<file path="src/rtl/rbr_pkg.sv">
`timescale 1ns / 1ps
// ----------------------------------------------------------------------------
// rbr_pkg
// Types and constants shared by the RBSP bit reader modules.
// ----------------------------------------------------------------------------
package rbr_pkg;

	localparam int FUNC_W    = 3;
	localparam int BYTE_W    = 8;
	localparam int CNT_W     = 15;
	localparam int VAL_W     = 32;
	localparam int BITS_W    = 16;
	localparam int POS_W     = 13;
	localparam int LZ_W      = 5;
	localparam int MAX_FIXED = 32;
	localparam int EMU_BYTE  = 3;

	typedef enum logic [FUNC_W-1:0] {
		FN_START = 3'd0,
		FN_LOAD  = 3'd1,
		FN_READ  = 3'd2,
		FN_UE    = 3'd3,
		FN_SKIP  = 3'd4
	} func_t;

	typedef struct packed {
		logic [FUNC_W-1:0] func;
		logic [BYTE_W-1:0] load_byte;
		logic [CNT_W-1:0]  bit_count;
	} req_t;

	typedef struct packed {
		logic [VAL_W-1:0]  value;
		logic              failed;
		logic [BITS_W-1:0] bits_consumed;
		logic [POS_W-1:0]  byte_position;
	} rsp_t;

	typedef enum logic [3:0] {
		ST_IDLE,
		ST_DISPATCH,
		ST_RUN,
		ST_PFX_CHK,
		ST_PFX_RUN,
		ST_PFX_EVAL,
		ST_SFX_RUN,
		ST_SUM,
		ST_DONE
	} state_t;

	typedef struct packed {
		logic capture;
		logic clear;
		logic load;
		logic set_err;
		logic cnt_count;
		logic cnt_one;
		logic cnt_lz;
		logic lz_clr;
		logic lz_inc;
		logic fetch;
		logic step;
		logic sum;
		logic acc_clr;
		logic out_load;
	} cmd_t;

	typedef struct packed {
		logic [FUNC_W-1:0] func;
		logic              err;
		logic              cnt_zero;
		logic              cur_vld;
		logic              acc_bit0;
		logic              lz_max;
		logic              cnt_gt_max;
		logic              skip_too_long;
	} sts_t;

endpackage

</file>
<file path="src/rtl/rbr_ctrl.sv">
`timescale 1ns / 1ps
// ----------------------------------------------------------------------------
// rbr_ctrl
// Sequencer for the bit reader: decodes each request and steps the datapath
// one bit at a time through fixed reads, ue codes and skips.
// ----------------------------------------------------------------------------
module rbr_ctrl
	import rbr_pkg::*;
(
	input  logic clk,
	input  logic arst_n,
	input  logic req_valid,
	output logic req_stall,
	output logic rsp_valid,
	input  logic rsp_stall,
	input  sts_t sts,
	output cmd_t cmd
);

	state_t state_q;
	state_t state_nxt;
	logic   out_vld_q;
	logic   run_exit;

	assign run_exit  = sts.err | sts.cnt_zero;
	assign req_stall = (state_q != ST_IDLE);
	assign rsp_valid = out_vld_q;

	always_comb begin
		state_nxt = state_q;
		case (state_q)
			ST_IDLE: begin
				if (req_valid) begin
					state_nxt = ST_DISPATCH;
				end
			end
			ST_DISPATCH: begin
				case (sts.func)
					FN_READ: state_nxt = sts.cnt_gt_max ? ST_DONE : ST_RUN;
					FN_UE:   state_nxt = ST_PFX_CHK;
					FN_SKIP: state_nxt = sts.skip_too_long ? ST_DONE : ST_RUN;
					default: state_nxt = ST_DONE;
				endcase
			end
			ST_RUN: begin
				if (run_exit) begin
					state_nxt = ST_DONE;
				end
			end
			ST_PFX_CHK: begin
				state_nxt = sts.err ? ST_SFX_RUN : ST_PFX_RUN;
			end
			ST_PFX_RUN: begin
				if (run_exit) begin
					state_nxt = ST_PFX_EVAL;
				end
			end
			ST_PFX_EVAL: begin
				if (sts.acc_bit0) begin
					state_nxt = ST_SFX_RUN;
				end else if (sts.lz_max) begin
					state_nxt = ST_DONE;
				end else begin
					state_nxt = ST_PFX_CHK;
				end
			end
			ST_SFX_RUN: begin
				if (run_exit) begin
					state_nxt = ST_SUM;
				end
			end
			ST_SUM: begin
				state_nxt = ST_DONE;
			end
			ST_DONE: begin
				if (!out_vld_q || !rsp_stall) begin
					state_nxt = ST_IDLE;
				end
			end
			default: state_nxt = ST_IDLE;
		endcase
	end

	always_comb begin
		cmd = '0;
		case (state_q)
			ST_IDLE: begin
				cmd.capture = req_valid;
			end
			ST_DISPATCH: begin
				case (sts.func)
					FN_START: cmd.clear = 1'b1;
					FN_LOAD:  cmd.load  = 1'b1;
					FN_READ: begin
						cmd.set_err   = sts.cnt_gt_max;
						cmd.cnt_count = ~sts.cnt_gt_max;
					end
					FN_UE:    cmd.lz_clr = 1'b1;
					FN_SKIP: begin
						cmd.set_err   = sts.skip_too_long;
						cmd.cnt_count = ~sts.skip_too_long;
					end
					default: cmd = '0;
				endcase
			end
			ST_RUN, ST_PFX_RUN, ST_SFX_RUN: begin
				cmd.fetch = ~run_exit & ~sts.cur_vld;
				cmd.step  = ~run_exit & sts.cur_vld;
			end
			ST_PFX_CHK: begin
				cmd.cnt_lz  = sts.err;
				cmd.cnt_one = ~sts.err;
			end
			ST_PFX_EVAL: begin
				if (sts.acc_bit0) begin
					cmd.cnt_lz = 1'b1;
				end else if (sts.lz_max) begin
					cmd.set_err = 1'b1;
					cmd.acc_clr = 1'b1;
				end else begin
					cmd.lz_inc = 1'b1;
				end
			end
			ST_SUM: begin
				cmd.sum = 1'b1;
			end
			ST_DONE: begin
				cmd.out_load = ~out_vld_q | ~rsp_stall;
			end
			default: cmd = '0;
		endcase
	end

	always_ff @(posedge clk or negedge arst_n) begin
		if (!arst_n) begin
			state_q   <= ST_IDLE;
			out_vld_q <= 1'b0;
		end else begin
			state_q <= state_nxt;
			if (cmd.out_load) begin
				out_vld_q <= 1'b1;
			end else if (!rsp_stall) begin
				out_vld_q <= 1'b0;
			end
		end
	end

	a_step_needs_byte : assert property (@(posedge clk) disable iff (!arst_n)
		cmd.step |-> (sts.cur_vld && !sts.err && !sts.cnt_zero))
		else $error("bit step without a cached byte or with nothing left to read");

	a_accept_dispatch : assert property (@(posedge clk) disable iff (!arst_n)
		(req_valid && !req_stall) |=> (state_q == ST_DISPATCH))
		else $error("accepted request not dispatched");

	a_no_overwrite : assert property (@(posedge clk) disable iff (!arst_n)
		cmd.out_load |-> (!out_vld_q || !rsp_stall))
		else $error("pending result overwritten");

	a_done_releases : assert property (@(posedge clk) disable iff (!arst_n)
		cmd.out_load |=> (rsp_valid && state_q == ST_IDLE))
		else $error("result load did not return to idle with valid result");

endmodule

</file>
<file path="config.mk">
export PLATFORM = sky130hd
export DESIGN_NAME = rbr_ctrl
export DESIGN_NICKNAME = d
export VERILOG_FILES = /design/src/rtl/rbr_pkg.sv /design/src/rtl/rbr_ctrl.sv
export SDC_FILE = /design/constraint.sdc
export NUM_CORES = 1
export LEC_CHECK = 0
export BUFFER_PORTS_ARGS = -buffer_cell sky130_fd_sc_hd__buf_4
export CAP_MARGIN = 20
export CORE_AREA = 3 3 40 42
export DETAILED_ROUTE_END_ITERATION = 7
export DIE_AREA = 0 0 43 45
export GPL_TIMING_DRIVEN = 0
export PLACE_DENSITY = 0.77
export SETUP_SLACK_MARGIN = 0.5
export SYNTH_ARGS = -nofsm -noshare
export SYNTH_HDL_FRONTEND = slang
export SYNTH_SLANG_ARGS = --single-unit
</file>
<file path="constraint.sdc">
create_clock -name clk -period 2 [get_ports clk]
set_input_delay 0.2 -clock clk [delete_from_list [all_inputs] [get_ports clk]]
set_output_delay 0.2 -clock clk [all_outputs]
set_load 0.02 [all_outputs]
</file>
==> results by group, run 1 <==
Placement
  – Detail Placement HPWL: 1.32 mm
  – Placed Instance Area: 837 µm²
  – Routability cong.: 0.768
  – DP Cell Count: 114
  – Port Buf Inserts: 29

Timing
  – Worst EP post-GRT repair: cmd[10]
  – Worst EP kind: top-level output

Logic synthesis
  – Synth area leader: dfrtp_1
  – Syn Nets: 84
  – Synth top area share: 0.218
  – Cell count after synthesis: 70
  – Mapped Avg Cell Area: 8.19 µm²
  – Post-synth EDFFs: 0
  – Post-synth ARST share: 1.00
  – Area of the mapped netlist: 573 µm²
  – Post-synthesis sequential area ratio: 0.218
  – Top FF cell, synth: dfrtp_1
  – #FFs+latches synth: 5
  – Yosys warnings: 0
  – Cell variety after synth: 39
  – Synth area leaders: dfrtp_1 (22%), nand2_1 (4.6%), nor2b_1 (4.4%)

Die
  – Die extent in y: 45 µm
  – Std cell rows: 13
  – Starting density of the core: 0.446
  – I/O pins: 30
  – Die Width: 43 µm

Clock tree
  – Root buffer cell: clkbuf_4
  – CTS Buffer Depth: 2
  – CTS Buf Count: 3
  – Clock tree sinks: 5
  – Max H-tree Level: 1

Run status
  – Status: stopped before the end
  – Tool error: [ERROR DPL-0038] Utilization greater than 100%, impossible to legalize
  – Failed at: global routing

Global route
  – Largest net degree at the start of global routing: 11
-- synth_stat cells, types with 2 or more instances --
| master | instances |
|---|---|
| nand2b_1 | 2 |
| nor2b_1 | 4 |
| nor2_1 | 6 |
| dfrtp_1 | 5 |
| nor4_1 | 2 |
| buf_6 | 2 |
| nand3b_1 | 2 |
| nor3b_1 | 2 |
| a22oi_1 | 3 |
| a21oi_1 | 3 |
| nor3_1 | 3 |
| nand2_1 | 7 |
| inv_1 | 3 |
-- logic make-up after synthesis --
logic type | Yosys count | synth area share
compound gates | 16 | 0.205
buf+inv | 7 | 0.0786
flops | 5 | 0.218
simple gates | 42 | 0.498
-- repair_timing --
item                                   CTS
hold buffers                             1
pin swaps                                9
setup buffers                           12
resized for setup                       27
cloned                                   0
endpoints found under the hold margin    5
setup endpoints to repair               14
-- metrics by stage --
stage / hold slack (ns) / utilization / setup slack (ns)
after floorplan: -0.0956 / - / 0.455
after global placement: 0.00162 / 0.651 / 0.424
after detailed placement: 0.00601 / 0.651 / 0.405
after CTS: 0.189 / 0.833 / 0.224
==> run 2, diff against run 1 <==
- CORE_AREA: 3 3 40 42 -> 3 3 64 66
- DIE_AREA: 0 0 43 45 -> 0 0 67 69
- PLACE_DENSITY: 0.77 -> not set
- PLACE_DENSITY_LB_ADDON: not set -> 0.15
- SETUP_SLACK_MARGIN: 0.5 -> not set
==> run 2 against run 1 <==
  * Area after synthesis did not move
  * The flow now finishes without violations
  * Synthesized cell count stayed put
==> results by group, run 2 <==
Die
  – Die ar.: 4620 µm²
  – Die extent in y: 69 µm (+53%)
  – I/O pins: 30 (unchanged)
  – Die Width: 67 µm (+56%)
  – Std cell rows: 22 (+9)
  – Core area: 3630 µm²
  – Starting density of the core: 0.158 (-0.288)

Routing
  – Initial DRC Count: 37
  – Routed WL: 1.81 mm
  – ANT nets after route: 0
  – Drt wl/cell: 11.9 µm
  – DR pass1 iterations: 4
  – DRC violations left: 0
  – Via Count: 652
  – Drt via density: 4.29

Clock tree
  – CTS Buffer Depth: 2 (unchanged)
  – CTS tree: yes
  – Clock tree sinks: 5 (unchanged)
  – Max H-tree Level: 1 (unchanged)
  – Worst-skew pair later-pin latency: 0.23 ns
  – Clk slew on worst S/H paths: 0.03 ns
  – Post-CTS Setup Bufs: 0 (-12)
  – CTS Buf Count: 3 (unchanged)
  – Root buffer cell: clkbuf_8

Finish
  – Final Util: 0.252
  – Sequential Area: 125 µm²
  – Max reg flops: 4
  – Antenna cells: 0
  – Area of the multi-input gates: 412 µm²
  – Largest Register: state_q
  – Area grow syn2layout: 59.6%
  – Nets@finish: 119
  – Layout fillers: 411
  – Design Area, Final: 915 µm²
  – Commonest non-fill, non-tap cells in the layout: buf_4 (30), nand2_1 (7), nor2_1 (5), dfrtp_1 (5), nor2b_1 (4)
  – Layout Cells excl Fill: 152
  – Most common cell after layout, fill and taps aside: buf_4
  – Layout cell share with drive strength beyond 1: 0.442

Timing
  – RSZ-0062 raised after global routing: no
  – Slew margin rel.: 0.741
  – Setup_tns: 0 ns
  – Final WS setup: 0.178 ns
  – Final cycle utilization of the critical path: 0.911
  – Worst-margin pin slew: 0.388 ns
  – Hold WS: 0.218 ns
  – Post-layout min period: 1.82 ns
  – Fin. max-slew vios: 0
  – Fmax achieved: 0.549 GHz
  – Clock Skew: 0.00502 ns
  – Hold Vio Cnt, Final: 0
  – Final setup vio count: 0

Logic synthesis
  – Synth top area share: 0.218 (unchanged)
  – Post-synthesis sequential area ratio: 0.218 (unchanged)
  – Top FF cell, synth: dfrtp_1
  – Top cell types by occurrence after synthesis: nand2_1 (7), nor2_1 (6), dfrtp_1 (5), nor2b_1 (4)
  – Synth area leader: dfrtp_1
  – Post-synth ARST share: 1.00 (unchanged)
  – Cell variety after synth: 39 (unchanged)
  – Syn Nets: 84 (unchanged)
  – Yosys warnings: 0 (unchanged)
  – #FFs+latches synth: 5 (unchanged)
  – Post-synth EDFFs: 0 (unchanged)
  – Synth area leaders: dfrtp_1 (22%), nand2_1 (4.6%), nor2b_1 (4.4%)
  – Count leader, synth: nand2_1
  – Mapped Avg Cell Area: 8.19 µm² (unchanged)
  – Cell count after synthesis: 70 (unchanged)
  – Area of the mapped netlist: 573 µm² (unchanged)

Critical path
  – CP Launch Type: register
  – Cell Chain, Critical Path: buf_4 -> or4_4 -> o21ai_1 -> buf_4
  – Worst EP required: 1.80 ns
  – Slowest stage delay, CP: 0.54 ns
  – CP Capture Type: output pin
  – CP dominant cell by count: buf_4
  – Crit path DAT: 1.62 ns
  – CP Class: register to output pin
  – Critical Path Fanout Max: 10
  – Slowest CP cell: or4_4

Placement
  – Place WS: 0.381 ns (-0.0233 ns)
  – DP Cell Count: 147 (+29%)
  – Port Buf Inserts: 29 (unchanged)
  – Placed Instance Area: 851 µm² (+1.6%)
  – Routability cong.: 0.682 (-11%)
  – Detail Placement HPWL: 1.46 mm (+10%)

Global route
  – Number of antenna violations at the first check in global routing: 0
  – All-Layer GR Usage: 0.0774
  – Vias in the first global route: 570
  – Overflow left after global routing: 0
  – Largest net degree at the start of global routing: 11
  – First-pass GRT wire length: 2.77 mm

Pwr
  – Power Density: 1030 nW/µm²
  – Sw frac: 0.428
  – Clk pwr share: 0.202
  – Worst ir drop on vdd: 0.241 mV
  – Seq pwr share: 0.176
  – Leakage: 0.409 nW
  – Combinational share of power: 0.622
  – Switch Pwr: 404 µW
  – Internal power: 539 µW
  – Total Power: 943 µW

Run status
  – Status: complete, no violations

Run
  – Max_cap viols: 0

Worst hold path
  – Worst Hold Class: primary input to register
run 2: cell counts after synthesis:
No cell type changed its count.
run 2: timing repair:
item,in CTS,in global routing
hold buffers,1,0
resized for setup,0,2
endpoints found under the hold margin,5,0
setup endpoints to repair,0,1
run 2: cells by family after synthesis:
logic type             count (synthesis)  synth area share
AOI/OAI and AO/OA                     16             0.205
buffers and inverters                  7            0.0786
DFF                                    5             0.218
and+or+nand+nor                       42             0.498
run 2: worst max-delay path: cells and delay by family (launching register included):
kind	cells	cell delay, ns
AND/OR/NAND/NOR	1	0.54
flip-flops	1	0.35
buffers and inverters	2	0.34
AO/OA/AOI/OAI	1	0.17
run 2: cell type report:
cell class	instances	share of cell area
multi-input combinational	58	0.450
timing repair buffer	30	0.249
sequential	5	0.137
tap	48	0.0657
clock buffer	4	0.0492
buffer	4	0.0369
inverter	3	0.0123
run 2: worst paths after layout:
kind	cells past startpoint	endpoint	slack, ns	startpoint
worst max-delay path	4	cmd[10]	0.18	state_q[3]
worst min-delay path	3	rsp_valid	0.22	rsp_stall
worst max register to register	4	state_q[1]	0.57	state_q[0]
worst min register to register	2	rsp_valid	0.53	rsp_valid
max in group asynchronous	2	rsp_valid	1.58	arst_n
min in group asynchronous	2	state_q[0]	0.31	arst_n
run 2: power by group through the flow:
stage / combinational, mW / sequential [mW] / clock [mW]
after CTS: 0.587 / 0.167 / 0.192
after global placement: 0.591 / 0.166 / 0
after floorplan: 0.390 / 0.174 / 0
final: 0.586 / 0.166 / 0.190
after detailed placement: 0.582 / 0.168 / 0
after global routing: 0.641 / 0.172 / 0.202
run 2: metal layers:
layer	track usage	vias up	share of wire
met5	0	-	0
met4	0.0405	0	0.0077
met2	0.105	30	0.43
met1	0.115	293	0.50
li1	-	327	-
met3	0.0114	2	0.062
No activity file was read; power rests on OpenSTA's default activity.
